[src/sv/sdq_pkg.sv]
package sdq_pkg;

    localparam int DEPTH_DEF       = 64;
    localparam int KEY_BITS_DEF    = 16;
    localparam int HANDLE_BITS_DEF = 16;

    localparam logic OP_INSERT = 1'b0;
    localparam logic OP_REMOVE = 1'b1;

    typedef enum logic [1:0] {
        STAT_DONE  = 2'd0,
        STAT_EMPTY = 2'd1,
        STAT_FULL  = 2'd2
    } status_t;

    // broadcast to every cell in the row
    typedef struct packed {
        logic ins;        // insert transfer, store not full
        logic pop_front;  // remove at the small-key end, store not empty
        logic any_gt;     // some stored key is greater than the new key
        logic gt0;        // first stored key is greater than the new key
    } cell_ctl_t;

endpackage

[src/sv/sdq_cell.sv]
module sdq_cell #(
    parameter int KEY_BITS    = sdq_pkg::KEY_BITS_DEF,
    parameter int HANDLE_BITS = sdq_pkg::HANDLE_BITS_DEF,
    parameter int CNT_W       = 7,
    parameter int IDX         = 0
) (
    input  logic                   clk,
    input  sdq_pkg::cell_ctl_t     ctl,
    input  logic [CNT_W-1:0]       count,
    input  logic [KEY_BITS-1:0]    new_key,
    input  logic [HANDLE_BITS-1:0] new_handle,
    input  logic                   sel_prev,
    input  logic [KEY_BITS-1:0]    prev_key,
    input  logic [HANDLE_BITS-1:0] prev_handle,
    input  logic [KEY_BITS-1:0]    succ_key,
    input  logic [HANDLE_BITS-1:0] succ_handle,
    output logic [KEY_BITS-1:0]    key,
    output logic [HANDLE_BITS-1:0] handle,
    output logic                   gt,
    output logic                   sel
);

    logic [KEY_BITS-1:0]    key_reg, key_next;
    logic [HANDLE_BITS-1:0] handle_reg, handle_next;
    logic                   occupied;
    logic                   ge;

    assign occupied = CNT_W'(IDX) < count;
    assign gt       = occupied && (key_reg > new_key);
    assign ge       = occupied && (key_reg >= new_key);

    // sel: this slot is at or past the insert point
    always_comb
    begin
        if (!occupied)
            sel = 1'b1;
        else if (!ctl.any_gt)
            sel = 1'b0;          // append
        else if (ctl.gt0)
            sel = 1'b1;          // prepend
        else if (IDX == 0)
            sel = 1'b0;
        else
            sel = ge;
    end

    always_comb
    begin
        key_next    = key_reg;
        handle_next = handle_reg;
        if (ctl.ins && sel)
        begin
            if (sel_prev)
            begin
                key_next    = prev_key;
                handle_next = prev_handle;
            end
            else
            begin
                key_next    = new_key;
                handle_next = new_handle;
            end
        end
        else if (ctl.pop_front)
        begin
            key_next    = succ_key;
            handle_next = succ_handle;
        end
    end

    always_ff @(posedge clk)
    begin
        key_reg    <= key_next;
        handle_reg <= handle_next;
    end

    assign key    = key_reg;
    assign handle = handle_reg;

endmodule

[config.mk]
export PLATFORM = sky130hd
export DESIGN_NAME = sdq_cell
export DESIGN_NICKNAME = d
export VERILOG_FILES = /design/src/sv/sdq_pkg.sv /design/src/sv/sdq_cell.sv
export SDC_FILE = /design/constraint.sdc
export NUM_CORES = 1
export LEC_CHECK = 0
export ABC_AREA = 1
export BUFFER_PORTS_ARGS = -buffer_cell sky130_fd_sc_hd__buf_2
export CAP_MARGIN = 20
export CORE_UTILIZATION = 39
export DETAILED_ROUTE_END_ITERATION = 8
export PLACE_DENSITY = 0.82
export SLEW_MARGIN = 20
export SYNTH_ARGS = -nofsm -noshare
export SYNTH_HDL_FRONTEND = slang
export SYNTH_SLANG_ARGS = --single-unit
[constraint.sdc]
create_clock -name clk -period 2 [get_ports clk]
set_input_delay 0.4 -clock clk [delete_from_list [all_inputs] [get_ports clk]]
set_output_delay 0.4 -clock clk [all_outputs]
set_load 0.01 [all_outputs]
==> impl_metrics.csv <==
group,metric,value,unit
place,globalplace.congestion,0.749,
timing,final_hold_violations,0,
clocking,h-tree-depth,2,
route,vias_per_cell,4.68,
logic_synthesis,synth_edf_count,32,
global_route,largest_net_degree_at_the_start_of_global_routing,65,
logic_synthesis,synthArstFlopShare,0,%
route,detail_route.iter0.violations,76,
layout,insertedDiodeCount,0,
logic_synthesis,synth_top_flop_cell,"sky130_fd_sc_hd__edfxtp_1",
global_route,grt_busiest_layer,"met2",
layout,syn2layout_area_growth,42.9,%
route,num_vias,2115,
timing,tightestPinTransition,0.349,ns
logic_synthesis,synthMostInstantiatedCell,"sky130_fd_sc_hd__nand2_1",
min_path,holdCritPathClass,"in2reg",
worst_setup_path,data_arrival_at_the_endpoint_of_the_critical_path,1.64,ns
logic_synthesis,ys.warnings.count,0,
clocking,cts_buffers,5,
global_route,grt_use_met1,19.9,%
power,p_per_area,592,nW/µm²
worst_setup_path,cp_max_fo,2,
layout,fin_area,3180,µm²
logic_synthesis,synth_nets,361,
floorplanning,initial_util,40.4,%
timing,post-route-worst-setup-slack,-0.0387,ns
place,dp_cells,442,
clocking,ctsLongestPathBuffers,2,
power,peakVddDrop,0.000305,V
timing,final_setup_violation_count,1,
timing,maxSlewViolCount,0,
place,port-buffer-count,142,
logic_synthesis,leading_cell_types_by_total_area_after_synthesis,"sky130_fd_sc_hd__edfxtp_1 43%, sky130_fd_sc_hd__o21ai_2 9.1%, sky130_fd_sc_hd__ha_1 9.0%, sky130_fd_sc_hd__mux2i_1 7.6%, sky130_fd_sc_hd__nand2_1 7.1%",
timing,min_period,2.04,ns
clocking,ctsRootBufferMaster,"sky130_fd_sc_hd__clkbuf_8",
min_path,hold_path_depth,3,
global_route,grt_pass1_vias,1969,
worst_setup_path,cp-start-kind,"flop",
global_route,initial_antenna_violation_count,0,
logic_synthesis,mappedNetlistArea,2230,µm²
floorplanning,die-width,77.5,µm
global_route,grt_remaining_overflow,0,
worst_setup_path,cp_slowest_stage_delay,0.44,ns
logic_synthesis,synth_commonest_cells,"42 x sky130_fd_sc_hd__nand2_1, 32 x sky130_fd_sc_hd__edfxtp_1, 23 x sky130_fd_sc_hd__o21ai_2",
power,design_power_total,0.00188,W
clocking,holdBufCountCts,0,
route,drc,0,
logic_synthesis,yosysTopAreaCellShare,43.2,%
route,detail-route-antenna-nets,0,
floorplanning,die_area,6010,µm²
logic_synthesis,synth_seq_area_share,43.2,%
clocking,cts_tree,"yes",
logic_synthesis,syn_avg_cell_area,9.43,µm²
layout,final_net_count,504,
clocking,clkSlewWorstSetupHoldPaths,0.07,ns
min_path,min_from,"succ_handle[3]",
clocking,clkSinkCount,32,
logic_synthesis,synth-seq-cells,32,
route,routed_wire_length_per_instance,11.8,µm
global_route,grtUsageTotal,17.9,%
place,dp.final_hpwl,4.12,mm
logic_synthesis,postSynthCellCount,236,
worst_setup_path,required,1.60,ns
floorplanning,floorplan.rows,27,
timing,max_freq,491,MHz
floorplanning,io_pins,143,
timing,finalCritPeriodShare,102,%
flow_run,maxCapViolCount,0,
layout,fin_cells,452,
timing,grt_setup_unrepaired,"true",
place,place_area,3000,µm²
global_route,gr-usage-met3,5.18,%
min_path,holdPathEnd,"handle[3]$_DFFE_PP_",
route,drt_wl_total,5.35,mm
route,drt_pass1_iterations,4,
floorplanning,chipHeight,77.5,µm
logic_synthesis,post-synth-top-area-cell,"sky130_fd_sc_hd__edfxtp_1",
timing,tns,-0.0387,ns
global_route,global_route.usage.met2,32.8,%
status,outcome,"finished with violations",
worst_setup_path,path_class,"reg2out",
worst_setup_path,worst_setup_path_end_kind,"output port",
worst_setup_path,cp_slowest_cell,"sky130_fd_sc_hd__edfxtp_1",
layout,final_layout_size_suffix_gt1_share,52.6,%
power,power.leakage,1.63,nW
global_route,grt_first_pass_wirelength,8.50,mm
worst_setup_path,path_cells,"ha_4 -> nand2_2 -> nor2_2 -> nand4_1 -> o21ai_1 -> a21oi_1 -> buf_2",
floorplanning,core_area,5510,µm²
logic_synthesis,yosysUniqueCellTypes,19,
timing,max_slew_margin,76.7,%
status,violations,"setup timing",
## metal layers
metal | wire length (µm) | up-vias
met1 | 2140 | 931
met4 | 53 | 0
met3 | 378 | 5
li1 | - | 1090
met2 | 2780 | 89
met5 | 0 | -
## placed cells by master (no fill, tap or decap), drive strengths merged
cell and n:
mux2i 17, nand3 2, nor2 22, edfxtp 32, nor3 1, inv 22, a21oi 22, a21o 1
o21ai 34, nand2 54, clkbuf 7, ha 16, clkinv 1, nand4 1, buf 148
## how the worst max path moves through the flow
stage | from | end | slack, ns | cells past startpoint
2_1_floorplan | count[0] | handle[0]$_DFFE_PP_ | 0.17 | 6
3_3_place_gp | new_key[7] | gt | 0.12 | 9
3_5_place_dp | new_key[7] | gt | 0.07 | 9
4_1_cts | key[7]$_DFFE_PP_ | gt | -0.05 | 7
5_1_grt | key[5]$_DFFE_PP_ | gt | -0.15 | 7
6_report | key[5]$_DFFE_PP_ | gt | -0.04 | 7
## cells by family after synthesis
| group | Yosys count | share of synthesized area [%] |
|---|---|---|
| AOI/OAI and AO/OA | 57 | 16.8 |
| adders and majority gates | 16 | 8.99 |
| buffers and inverters | 34 | 8.04 |
| DFF | 32 | 43.2 |
| muxes | 17 | 7.64 |
| and+or+nand+nor | 80 | 15.3 |
## critical path: cells and delay by family, from the launching register on
kind                       cells  cell delay (ns)
DFF                            1             0.44
AOI/OAI and AO/OA              2             0.20
buffers and inverters          1             0.14
adders and majority gates      1             0.30
and+or+nand+nor                3             0.29
## repair_timing
item / 4_1_cts / 5_1_grt
endpoints found under the setup margin: 1 / 1
gates resized for setup: 5 / 6
setup buffers: 1 / 1
pin swaps: 1 / 8
## area by class of cell
| cell class | count | area (µm²) |
|---|---|---|
| sequential | 32 | 961 |
| timing repair buffer | 148 | 793 |
| clock inverter | 1 | 3.75 |
| tap | 72 | 90.1 |
| clock buffer | 7 | 76.3 |
| fill | 514 | 2330 |
| inverter | 22 | 82.6 |
| multi-input combinational | 170 | 1170 |
## power by group
part	internal, W	leakage [nW]	switching, W
logic	0.000270	1.27	0.000286
clock network	0.000242	0.0399	0.000222
registers	0.000828	0.316	0.0000351
## metrics by stage
stage          worst slack [ns]  util (%)  hold WS, ns
6_report                -0.0387      57.8        0.395
5_1_grt                  -0.155      57.8        0.388
4_1_cts                 -0.0454      56.4        0.388
3_5_place_dp             0.0677      54.5        0.680
3_3_place_gp              0.119      54.5        0.675
2_1_floorplan             0.172         -        0.578
No activity file was read; power rests on OpenSTA's default activity.
